$ cat config.mk
export PLATFORM = sky130hd
export DESIGN_NAME = index_append_strip_stitcher
export DESIGN_NICKNAME = d
export VERILOG_FILES = /design/src/sv/iass_pkg.sv /design/src/sv/iass_stitch.sv /design/src/sv/iass_run_buf.sv /design/src/sv/index_append_strip_stitcher.sv
export SDC_FILE = /design/constraint.sdc
export NUM_CORES = 1
export LEC_CHECK = 0
export ABC_AREA = 1
export BUFFER_PORTS_ARGS = -buffer_cell sky130_fd_sc_hd__buf_2
export CAP_MARGIN = 10
export CORE_MARGIN = 4
export CORE_UTILIZATION = 60
export CTS_BUF_LIST = sky130_fd_sc_hd__clkbuf_8 sky130_fd_sc_hd__clkbuf_16
export CTS_CLUSTER_DIAMETER = 120
export DETAILED_ROUTE_END_ITERATION = 16
export GPL_TIMING_DRIVEN = 1
export PLACE_DENSITY_LB_ADDON = 0.1
export SYNTH_ARGS = -nofsm -noshare
export SYNTH_HDL_FRONTEND = slang
export SYNTH_SLANG_ARGS = --single-unit
$ cat constraint.sdc
create_clock -name clk -period 7.5 [get_ports clk]
set_input_delay 1.125 -clock clk [delete_from_list [all_inputs] [get_ports clk]]
set_output_delay 1.125 -clock clk [all_outputs]
set_load 0.005 [all_outputs]
$ cat src/sv/iass_pkg.sv
// Shared types and constants for the index append and strip stitching block.
package iass_pkg;

  localparam int WORD_W = 32;
  localparam int INDEX_BITS_DEF = 32;
  localparam int RUN_MAX = 3;
  localparam int CNT_W = $clog2(RUN_MAX + 1);

  localparam logic [CNT_W-1:0] RUN_ONE = CNT_W'(1);
  localparam logic [CNT_W-1:0] RUN_FULL = CNT_W'(RUN_MAX);
  localparam logic [CNT_W-1:0] RUN_NONE = CNT_W'(0);

  typedef struct packed {
    logic [WORD_W-1:0] source_index;
    logic [WORD_W-1:0] vertex_offset;
    logic              instance_start;
    logic              buffer_start;
  } in_word_t;

  typedef struct packed {
    logic [WORD_W-1:0] out_index;
    logic              last_of_run;
  } out_word_t;

  // Results caused by one input word, slot 0 goes out first.
  typedef struct packed {
    logic [RUN_MAX-1:0][WORD_W-1:0] idx;
    logic [CNT_W-1:0]               cnt;
  } run_t;

endpackage

$ cat src/sv/iass_stitch.sv
// Offset add, stitch decision and stitch state for one input word.
module iass_stitch #(
  parameter int INDEX_BITS = iass_pkg::INDEX_BITS_DEF
) (
  input  logic             clk,
  input  logic             rst,
  input  logic             strip_mode,
  input  logic             take,
  input  iass_pkg::in_word_t item,
  output iass_pkg::run_t   run
);

  logic                  buffer_nonempty;
  logic                  stitching_active;
  logic [INDEX_BITS-1:0] last_emitted;
  logic [INDEX_BITS-1:0] held_first;

  logic                  stitching_active_next;
  logic                  held_load;
  logic [INDEX_BITS-1:0] v;
  logic                  nonempty_eff;
  logic                  owed_eff;
  logic [iass_pkg::WORD_W-1:0] v_w;

  assign v = item.source_index[INDEX_BITS-1:0] + item.vertex_offset[INDEX_BITS-1:0];
  assign v_w = iass_pkg::WORD_W'(v);
  assign nonempty_eff = buffer_nonempty && !item.buffer_start;
  assign owed_eff = stitching_active && !item.buffer_start && !item.instance_start;

  always_comb begin
    run.idx = {iass_pkg::RUN_MAX{v_w}};
    run.cnt = iass_pkg::RUN_ONE;
    stitching_active_next = 1'b0;
    held_load = 1'b0;
    priority if (!strip_mode) begin
      run.cnt = iass_pkg::RUN_ONE;
    end else if (item.instance_start && nonempty_eff) begin
      // first half: last, s0, s0
      run.idx[0] = iass_pkg::WORD_W'(last_emitted);
      run.cnt = iass_pkg::RUN_FULL;
      stitching_active_next = 1'b1;
      held_load = 1'b1;
    end else if (owed_eff) begin
      // second half: s1, s0, s1
      run.idx[1] = iass_pkg::WORD_W'(held_first);
      run.cnt = iass_pkg::RUN_FULL;
    end else begin
      run.cnt = iass_pkg::RUN_ONE;
    end
  end

  always_ff @(posedge clk) begin
    if (rst) begin
      buffer_nonempty <= 1'b0;
      stitching_active <= 1'b0;
      last_emitted <= '0;
      held_first <= '0;
    end else if (take) begin
      buffer_nonempty <= 1'b1;
      stitching_active <= stitching_active_next;
      last_emitted <= v;
      if (held_load) begin
        held_first <= v;
      end
    end
  end

endmodule

$ cat src/sv/iass_run_buf.sv
// Result register: holds one run of results and shifts them out one per word.
module iass_run_buf (
  input  logic                clk,
  input  logic                rst,
  input  logic                load,
  input  iass_pkg::run_t      run,
  input  logic                out_stall,
  output logic                out_valid,
  output iass_pkg::out_word_t out_word,
  output logic                can_load
);

  logic [iass_pkg::RUN_MAX-1:0][iass_pkg::WORD_W-1:0] slots;
  logic [iass_pkg::CNT_W-1:0]                         remaining;
  logic                                               out_take;

  assign out_valid = (remaining != iass_pkg::RUN_NONE);
  assign out_take = out_valid && !out_stall;
  assign out_word.out_index = slots[0];
  assign out_word.last_of_run = (remaining == iass_pkg::RUN_ONE);
  assign can_load = !out_valid || (out_take && remaining == iass_pkg::RUN_ONE);

  always_ff @(posedge clk) begin
    if (rst) begin
      remaining <= iass_pkg::RUN_NONE;
    end else if (load) begin
      remaining <= run.cnt;
    end else if (out_take) begin
      remaining <= remaining - iass_pkg::RUN_ONE;
    end
  end

  always_ff @(posedge clk) begin
    if (load) begin
      slots <= run.idx;
    end else if (out_take) begin
      for (int i = 0; i < iass_pkg::RUN_MAX - 1; i++) begin
        slots[i] <= slots[i+1];
      end
    end
  end

endmodule

$ cat src/sv/index_append_strip_stitcher.sv
// Top level of the index append and strip stitching block.
//
//   channel   valid      stall      payload                  direction
//   input     in_valid   in_stall   in_word  (in_word_t)     into block
//   output    out_valid  out_stall  out_word (out_word_t)    out of block
//   config    cfg_write  -          cfg_data (strip_mode)    into block
//
// A word passes through the input register, then lands as a run of one or
// three results in the result register. Single-result words sustain one word
// per cycle while the output does not stall; a three-result stitch word keeps
// the result register until all three results have left through the
// one-result-per-cycle output port, so the word behind it waits. Reset
// (synchronous, rst high) clears strip_mode, the stitch state and both valid
// flags. A stall on the output holds the current result and backs up into
// in_stall once the input register is full.
module index_append_strip_stitcher #(
  parameter int INDEX_BITS = iass_pkg::INDEX_BITS_DEF
) (
  input  logic                clk,
  input  logic                rst,
  input  logic                cfg_write,
  input  logic                cfg_data,
  input  logic                in_valid,
  output logic                in_stall,
  input  iass_pkg::in_word_t  in_word,
  output logic                out_valid,
  input  logic                out_stall,
  output iass_pkg::out_word_t out_word
);

  logic               strip_mode;
  logic               item_valid;
  iass_pkg::in_word_t item;
  iass_pkg::run_t     run;
  logic               can_load;
  logic               take;

  // Hand the registered word to the result register once it has room.
  assign take = item_valid && can_load;
  // Stall upstream only while the input register is full and cannot drain.
  assign in_stall = item_valid && !can_load;

  always_ff @(posedge clk) begin
    if (rst) begin
      strip_mode <= 1'b0;
    end else if (cfg_write) begin
      strip_mode <= cfg_data;
    end
  end

  // Input register: advance on accept, drop valid when drained with nothing new.
  always_ff @(posedge clk) begin
    if (rst) begin
      item_valid <= 1'b0;
    end else if (!in_stall) begin
      item_valid <= in_valid;
    end
  end

  always_ff @(posedge clk) begin
    if (!in_stall && in_valid) begin
      item <= in_word;
    end
  end

  iass_stitch #(
    .INDEX_BITS(INDEX_BITS)
  ) u_stitch (
    .clk(clk),
    .rst(rst),
    .strip_mode(strip_mode),
    .take(take),
    .item(item),
    .run(run)
  );

  iass_run_buf u_run_buf (
    .clk(clk),
    .rst(rst),
    .load(take),
    .run(run),
    .out_stall(out_stall),
    .out_valid(out_valid),
    .out_word(out_word),
    .can_load(can_load)
  );

endmodule
==> reports/results.ini, run 1 <==
[run_status]
status=complete, no violations

[floorplanning]
dieArea_um2=21500
initial_core_util=0.614
core_um2=18800
pin_count=107
die_w_um=147
die_h_um=147
fp-row-count=50

[pwr]
powerDensity_nw_per_um2=330
finalPower_mw=4.23
p_leak_nw=6.21
vdd_drop_max_mv=0.210

[route]
num_vias=8699
drtAntennaViolNets=0
routed_wl_mm=24.6
drt-initial-drc-count=705
viasPerCell=5.18
drt-pass1-iter-count=5
detail_route.wl_per_cell_um=14.7
drc_errors=0

[worst_setup_path]
crit_path_end_kind=output pin
slowest_delay_ns=0.34
worst_ep_arrival_time_ns=2.08
cp_max_fo=3
worstPathRequired_ns=6.38
slowest_stage=a21oi_1
rrSetupSlack_ns=4.50
critical_path_class=input port to output pin
crit_chain=buf_2 -> inv_1 -> a21oi_1 -> inv_1 -> nor2_1 -> buf_2
start_kind=input port

[sta]
report.final.slew_viol_count=0
setup_tns_ns=0
worst_slew_pin_slew_ns=0.977
fin_crit_ns=3.20
relSlewSlack=0.345
skew_ns=0.0130
setup_viol=0
max_clock_freq_ghz=0.312
min_period_over_period=0.427
final_hold_viol_count=0
rsz0062_at_grt=no

[clock_network]
cts_resized=0
holdBufCountCts=0
cts_tree=yes
insertion_delay_ns=0.52
cts_buffer_depth=3
cts_setup_buffers=0
cts_root_buf=clkbuf_16
cts.clk_slew.worst_paths_ns=0.06
h-tree-depth=1
cts_made_buffers=25
numClockSinks=232

[global_routing]
grt_first_pass_wirelength_mm=40.3
grt_pass1_vias=8307
grt.total_usage=0.227
grt.overflow.total=0
antenna_found_initial=0
grt_max_degree=89

[logic_synthesis]
syn_inst=1358
synth.avg_cell_area_um2=8.48
ys_seq_elements=232
syn_area_um2=11500
synth.yosys.seq_area_share=0.544
yosysWarnings=0
synth_nets=1464
ys_types=34

[layout]
nets=1531
drive_above_1_share=0.118
area_growth_pct=11.4
fillers=1528
diodes=0

[placement]
dp_hpwl_mm=16.3
port_buffers=106
gp_congestion=0.846

[flow_run]
maxCapViolations=0

[worst_hold_path]
hold_path.class=flop to flop

path summary, 6_finish.rpt:
| path | from | depth (start not counted) | to |
|---|---|---|---|
| max reg2reg | u_run_buf.remaining[0] | 9 | u_run_buf.slots[54] |
| max | out_stall | 6 | in_stall |
| min | u_stitch.last_emitted[2] | 2 | u_stitch.last_emitted[2] |
| min reg2reg | u_stitch.last_emitted[2] | 2 | u_stitch.last_emitted[2] |
where the power goes:
part / leakage (nW) / internal (mW) / switching (mW)
clock network: 0.429 / 0.735 / 0.502
logic: 3.66 / 0.370 / 0.768
registers: 2.12 / 1.77 / 0.0874
cell usage in the layout, fill, tap and decap left out, types with 10 or more instances in the layout:
cell,count
edfxtp_1,162
clkbuf_16,25
xor2_1,10
dfxtp_1,70
nand2_1,409
nor2_1,98
a22oi_1,23
inv_1,224
nand3_1,66
ha_1,33
buf_2,106
a21oi_1,91
o21ai_0,51
kinds of logic (layout without fill, tap and decap cells):
family                   Yosys count  after routing  synth area share
adder cells (fa/ha/maj)           34             34            0.0376
AO/OA/AOI/OAI                    184            184            0.0882
AND/OR/NAND/NOR                  595            595             0.206
XOR/XNOR                          16             16            0.0148
buffers and inverters            297            383             0.109
flip-flops                       232            232             0.544
per-layer routing:
layer  track usage  vias to the layer above  wire length, um
li1              -                     4452                -
met3        0.0295                       33             1670
met5             0                        -                0
met4        0.0470                        0              378
met1         0.337                     3951            11600
met2         0.364                      263            11000
final cells by class:
class,instances,area (um^2),area share
tap,234,293,0.0228
sequential,232,6270,0.488
timing repair buffer,114,591,0.0460
inverter,223,837,0.0652
multi-input combinational,829,4010,0.313
clock buffer,27,653,0.0509
clock inverter,19,183,0.0142
flip-flops by register name (all words and copies together), names as in the netlist:
register / cells
item: 66
u_run_buf.slots: 64
u_run_buf.out_word: 32
u_stitch.held_first: 32
u_stitch.last_emitted: 32
u_run_buf.remaining: 2
item_valid: 1
strip_mode: 1
u_stitch.buffer_nonempty: 1
u_stitch.stitching_active: 1
synthesized netlist by cell type:
| library cell | count | area [um^2] |
|---|---|---|
| o21bai_1 | 1 | 7.51 |
| inv_2 | 2 | 7.51 |
| xor2_2 | 4 | 65.1 |
| o221ai_1 | 2 | 17.5 |
| buf_4 | 32 | 240 |
| xnor2_1 | 2 | 17.5 |
| nand4_1 | 3 | 18.8 |
| a211oi_1 | 2 | 15.0 |
| a22oi_1 | 23 | 173 |
| o211ai_1 | 8 | 60.1 |
| xor2_1 | 10 | 87.6 |
| buf_2 | 21 | 105 |
| o21ai_1 | 4 | 20.0 |
| nand2_1 | 409 | 1540 |
| nand3b_1 | 2 | 15.0 |
| nor2_4 | 1 | 11.3 |
| fa_1 | 1 | 20.0 |
| nand3_1 | 66 | 330 |
| nor3_1 | 7 | 35.0 |
| clkinv_1 | 1 | 3.75 |
| nor2_1 | 98 | 368 |
| clkbuf_1 | 17 | 63.8 |
| buf_1 | 4 | 15.0 |
| a21o_1 | 1 | 7.51 |
| inv_1 | 220 | 826 |
| nor2_2 | 1 | 6.26 |
| and2_1 | 1 | 6.26 |
| and2_4 | 2 | 17.5 |
| nand2_2 | 5 | 31.3 |
| a21oi_1 | 91 | 455 |
| dfxtp_1 | 70 | 1400 |
| ha_1 | 33 | 413 |
| o21ai_0 | 52 | 260 |
| edfxtp_1 | 162 | 4860 |
through the flow:
| stage | hold WS [ns] | instances | utilization | worst slack (ns) | area [um^2] |
|---|---|---|---|---|---|
| finish | 0.455 | 1678 | 0.684 | 4.30 | 12800 |
| global route | 0.482 | 1678 | 0.684 | 4.18 | 12800 |
| CTS | 0.457 | 1678 | 0.684 | 4.27 | 12800 |
| detailed placement | 0.454 | 1632 | 0.639 | 3.89 | 12000 |
| global placement | 0.446 | 1632 | 0.639 | 3.97 | 12000 |
| floorplan | 0.430 | 1358 | - | 1.13 | 11500 |
critical path: cells and delay by family:
kind	cells	cell delay (ns)
buffers and inverters	4	0.43
AO/OA/AOI/OAI	1	0.34
AND/OR/NAND/NOR	1	0.19
Note: power is estimated with default switching activity, not from simulation.
==> run 2, diff against run 1 <==
Settings changed: CORE_UTILIZATION 60 to 54.
Clock period 7.5 ns to 2.8 ns, I/O delays scaled along.
==> reports/results.ini, run 2 (synthesis results as in run 1) <==
[floorplanning]
pin_count=107  ; unchanged
die_h_um=154  ; +5.1%
die_w_um=154  ; +5.1%
initial_core_util=0.548  ; -0.0658
core_um2=21000  ; +12%
dieArea_um2=23700  ; +10%
fp-row-count=53  ; +6.0%

[worst_setup_path]
critical_path_class=flop to flop
crit_path_end_kind=flop
slowest_stage=fa_1
crit_family=adder cells
cp_max_fo=5  ; +2
slowest_delay_ns=0.45  ; +0.11 ns
worstPathRequired_ns=3.08  ; -3.30 ns
cpMostUsedCell=nand3_1
cp.buffers_inverters=0  ; -4
start_kind=flop
worst_ep_arrival_time_ns=2.62  ; +0.54 ns
crit_chain=ha_1 -> fa_1 -> nand3_1 -> nand3_1 -> nand3_1 -> nand3b_1 -> xor2_1 -> o21ai_0 -> nand2_1

[sta]
worst_slew_pin_slew_ns=0.664  ; -0.313 ns
rsz0062_at_grt=no
min_period_over_period=0.836
skew_ns=0.00576  ; -0.00722 ns
setup_tns_ns=0  ; unchanged
relSlewSlack=0.556  ; +0.211
hold_ws_ns=0.0595  ; -0.395 ns
report.final.slew_viol_count=0  ; unchanged
max_clock_freq_ghz=0.427
final_hold_viol_count=0  ; unchanged
fin_crit_ns=2.34
setup_viol=0  ; unchanged

[global_routing]
grt.total_usage=0.210  ; -0.0171
grt_first_pass_wirelength_mm=41.0  ; +1.6%
grt.overflow.total=0  ; unchanged
grt_pass1_vias=8185  ; -1.5%
grt_max_degree=95  ; +6.7%
antenna_found_initial=0  ; unchanged

[route]
drt-pass1-iter-count=5  ; unchanged
viasPerCell=5.03  ; -2.9%
drtAntennaViolNets=0  ; unchanged
detail_route.wl_per_cell_um=14.7  ; about the same
drc_errors=0  ; unchanged
routed_wl_mm=25.3  ; +2.7%
num_vias=8685  ; -0.16%
drt-initial-drc-count=585  ; -17%

[layout]
drive_above_1_share=0.123  ; +0.00503
regMostFlops=item
final_common_cell=nand2_1
nets=1537  ; +0.39%
fillers=1835  ; +20%
reg.largest.list=item (66), u_run_buf.slots (64)
largest_reg_flops=66  ; unchanged
mostFrequentLayoutCells=nand2_1, inv_1, edfxtp_1
diodes=0  ; unchanged
area_growth_pct=13.3

[clock_network]
cts_made_buffers=25  ; unchanged
cts_buffer_depth=3  ; unchanged
cts_setup_buffers=0  ; unchanged
insertion_delay_ns=0.53  ; about the same
cts_root_buf=clkbuf_16
cts_resized=0  ; unchanged
h-tree-depth=1  ; unchanged
cts.clk_slew.worst_paths_ns=0.06  ; about the same
holdBufCountCts=0  ; unchanged
cts_tree=yes
numClockSinks=232  ; unchanged

[run_status]
status=complete, no violations

[pwr]
powerDensity_nw_per_um2=884  ; +170%
p_leak_nw=6.28  ; +1.2%
vdd_drop_max_mv=0.573  ; +170%

[placement]
dp_hpwl_mm=17.1  ; +4.9%
gp_congestion=0.888  ; +4.9%
port_buffers=106  ; unchanged

[worst_hold_path]
hold_path.class=input port to flop

[flow_run]
maxCapViolations=0  ; unchanged

==> run 2: changes by cell type in the layout (fill, tap and decap cells not counted), sizes merged <==
| cell | previous run | this run |
|---|---|---|
| buf | 114 | 120 |
| clkbuf | 27 | 28 |
| inv | 231 | 225 |
| clkinvlp | 2 | 0 |
| clkinv | 6 | 12 |
| bufinv | 3 | 4 |
==> run 2: area by class of cell <==
type	instances	area, um^2	area share
clock buffers	28	667	0.0511
clock inverters	18	208	0.0159
inverters	223	837	0.0641
multi-input cells	829	4010	0.307
flip-flops and latches	232	6270	0.480
well taps	275	344	0.0264
repair buffers	120	723	0.0554
==> run 2: stage by stage <==
step / utilization / power (mW) / cell area, um^2 / instances / worst slack, ns
finish: 0.621 / 11.5 / 13100 / 1725 / 0.460
global route: 0.621 / 12.2 / 13100 / 1725 / 0.237
CTS: 0.621 / 11.6 / 13100 / 1725 / 0.429
detailed placement: 0.579 / 8.15 / 12200 / 1679 / 0.441
global placement: 0.579 / 8.07 / 12200 / 1679 / 0.484
floorplan: - / 7.34 / 11500 / 1358 / 0.0121
==> run 2: path summary, 6_finish.rpt <==
kind,startpoint,to,slack [ns],depth (start not counted)
max,item[2],u_run_buf.slots[44],0.46,9
min,in_word[47],item[47],0.06,1
max reg2reg,item[2],u_run_buf.slots[44],0.46,9
min reg2reg,u_stitch.last_emitted[2],u_stitch.last_emitted[2],0.46,2
==> run 2: power by group <==
part	switching, mW	internal [mW]	total [mW]
sequential	0.238	4.72	4.96
clock	1.36	2.09	3.46
combinational	2.06	1.05	3.12
==> run 2: worst register-to-register path, cell delays in order, from the launching register on <==
cell and delay [ns]:
edfxtp_1 0.37, ha_1 0.27, fa_1 0.45, nand3_1 0.11, nand3_1 0.14, nand3_1 0.11, nand3b_1 0.16, xor2_1 0.24
o21ai_0 0.19, nand2_1 0.06
==> run 2: routing by layer <==
layer  wire length [um]  share of wire  track usage
met1              11700           0.46        0.303
met2              11200           0.44        0.335
met3               1890          0.075       0.0402
met4                507          0.020       0.0442
met5                  0              0            0
==> run 3, diff against run 2 <==
Settings changed: CORE_UTILIZATION 54 to 60.
Clock period 2.8 ns to 2.2 ns, I/O delays scaled along.
==> reports/results.ini, run 3 (synthesis results as in run 1) <==
[placement]
dp_hpwl_mm=17.1  ; -0.27%
dp.cells=1668  ; -0.66%
postPlaceCellArea_um2=12400  ; +1.8%
dp_slack_ns=-0.0325  ; -0.474 ns
gp_congestion=0.871  ; -1.9%
port_buffers=106  ; unchanged

[sta]
report.final.slew_viol_count=0  ; unchanged
setup_viol=0  ; unchanged
worst_slew_pin_slew_ns=0.429  ; -0.235 ns
fin_crit_ns=2.19  ; -0.152 ns
rsz0062_at_grt=yes
fin_ws_ns=0.0123  ; -0.448 ns
final_hold_viol_count=0  ; unchanged
skew_ns=0.00952  ; +0.00377 ns
min_period_over_period=0.994  ; +0.159
relSlewSlack=0.714  ; +0.158
max_clock_freq_ghz=0.457  ; +7.0%

[layout]
final_common_cell=nand2_1
stdcell_count=1788  ; +3.7%
final_core_util=0.784  ; +0.163
reg.largest.list=item (66), u_run_buf.slots (64)
regMostFlops=item
area_growth_pct=27.7
largest_reg_flops=66  ; unchanged
drive_above_1_share=0.216  ; +0.0921
design_area_um2=14700  ; +13%
diodes=0  ; unchanged
mostFrequentLayoutCells=nand2_1, inv_1, edfxtp_1
nets=1641  ; +6.8%

[worst_setup_path]
worst_ep_arrival_time_ns=2.47  ; -0.15 ns
r2r-end=u_run_buf.slots[62]
worstPathRequired_ns=2.49  ; -0.59 ns
cp-startpoint=item[2]
start_kind=flop
worst_setup_path_endpoint=u_run_buf.slots[62]
r2r-start=item[2]
critical_path_class=flop to flop
worstRegToRegCells=13  ; +4
rrSetupSlack_ns=0.01  ; -0.45 ns
crit_path_end_kind=flop
cp_max_fo=4  ; -1

[clock_network]
insertion_delay_ns=0.53  ; about the same
cts_buffer_depth=3  ; unchanged
cts_tree=yes
cts_root_buf=clkbuf_16
cts.clk_slew.worst_paths_ns=0.06  ; about the same
h-tree-depth=1  ; unchanged
cts_made_buffers=25  ; unchanged
numClockSinks=232  ; unchanged

[flow_run]
maxCapViolations=0  ; unchanged

[floorplanning]
die_h_um=147  ; -4.9%
initial_core_util=0.614  ; +0.0658
pin_count=107  ; unchanged
dieArea_um2=21500  ; -9.5%
fp-row-count=50  ; -5.7%
die_w_um=147  ; -4.9%
core_um2=18800  ; -11%

[route]
drtAntennaViolNets=0  ; unchanged
viasPerCell=5.34  ; +6.0%
drt-initial-drc-count=867  ; +48%
routed_wl_mm=28.9  ; +14%
detail_route.wl_per_cell_um=16.2  ; +10%
num_vias=9541  ; +9.9%
drt-pass1-iter-count=6  ; +1
drc_errors=0  ; unchanged

[global_routing]
grt_first_pass_wirelength_mm=44.7  ; +9.2%
grt.overflow.total=0  ; unchanged
grt.total_usage=0.255  ; +0.0442
grt_pass1_vias=8912  ; +8.9%
antenna_found_initial=0  ; unchanged
grt_max_degree=87  ; -8.4%

[pwr]
vdd_drop_max_mv=0.758  ; +32%
p_switching_mw=5.07  ; +38%
pwr-share-seq=0.412  ; -0.018
comb_power_share=0.320  ; +0.050
switching_share=0.329  ; +0.0109
clockPowerShare=0.268  ; -0.032
p_leak_nw=6.92  ; +10%
powerDensity_nw_per_um2=1050  ; +19%
p_int_mw=10.4  ; +32%

[run_status]
status=complete, no violations

[worst_hold_path]
hold_path.class=input port to flop

-- run 3: layer usage --
| metal | track usage | wire length [um] |
|---|---|---|
| met1 | 0.354 | 12300 |
| met4 | 0.0626 | 791 |
| met2 | 0.419 | 13800 |
| met3 | 0.0456 | 2070 |
| met5 | 0 | 0 |
-- run 3: area by class of cell --
cell class	count	area (um^2)
repair buffers	224	1710
flip-flops and latches	232	6270
clock buffers	29	681
inverters	223	841
clock inverters	17	140
multi-input cells	829	4780
well taps	234	293
fillers	1223	4060
-- run 3: repair_timing --
| action | CTS | global route |
|---|---|---|
| setup buffers | 0 | 6 |
| pin swaps | 3 | 32 |
| endpoints found under the hold margin | 67 | 0 |
| hold buffers | 67 | 0 |
| setup endpoints to repair | 35 | 94 |
| gates cloned | 0 | 1 |
| resized for setup | 12 | 148 |
-- run 3: critical path, stage by stage, from the launching register on --
cell      delay (ns)
edfxtp_1        0.45
ha_4            0.21
fa_2            0.37
buf_6           0.14
nand2_2         0.06
nand3_2         0.09
nand2_2         0.10
nand2_4         0.09
nand2_4         0.11
nand2_4         0.05
nand2_4         0.10
nand3_2         0.06
nand2_1         0.07
nand2_1         0.04
-- run 3: power groups by stage --
stage               clock (mW)  sequential (mW)  combinational (mW)
floorplan                    0             6.33                3.06
global placement             0             6.38                4.12
detailed placement           0             6.40                4.21
CTS                       4.16             6.32                4.36
global route              4.40             6.44                5.46
finish                    4.13             6.36                4.93
-- run 3: per-stage QoR --
| stage | hold slack (ns) | setup TNS [ns] | total power, mW |
|---|---|---|---|
| CTS | 0.0159 | 0 | 14.8 |
| global placement | 0.445 | 0 | 10.5 |
| finish | 0.0288 | 0 | 15.4 |
| floorplan | 0.424 | -10.72 | 9.39 |
| detailed placement | 0.451 | -0.210 | 10.6 |
| global route | 0.0299 | -1.24 | 16.3 |
-- run 3: how the worst min path moves through the flow --
stage / startpoint / end / slack [ns] / depth (start not counted)
after CTS: cfg_data / strip_mode / 0.02 / 3
final: cfg_data / strip_mode / 0.03 / 3
after floorplan: cfg_write / strip_mode / 0.42 / 1
after global placement: u_stitch.last_emitted[2] / u_stitch.last_emitted[2] / 0.44 / 2
after detailed placement: u_stitch.held_first[2] / u_stitch.held_first[2] / 0.45 / 2
after global routing: cfg_data / strip_mode / 0.03 / 3
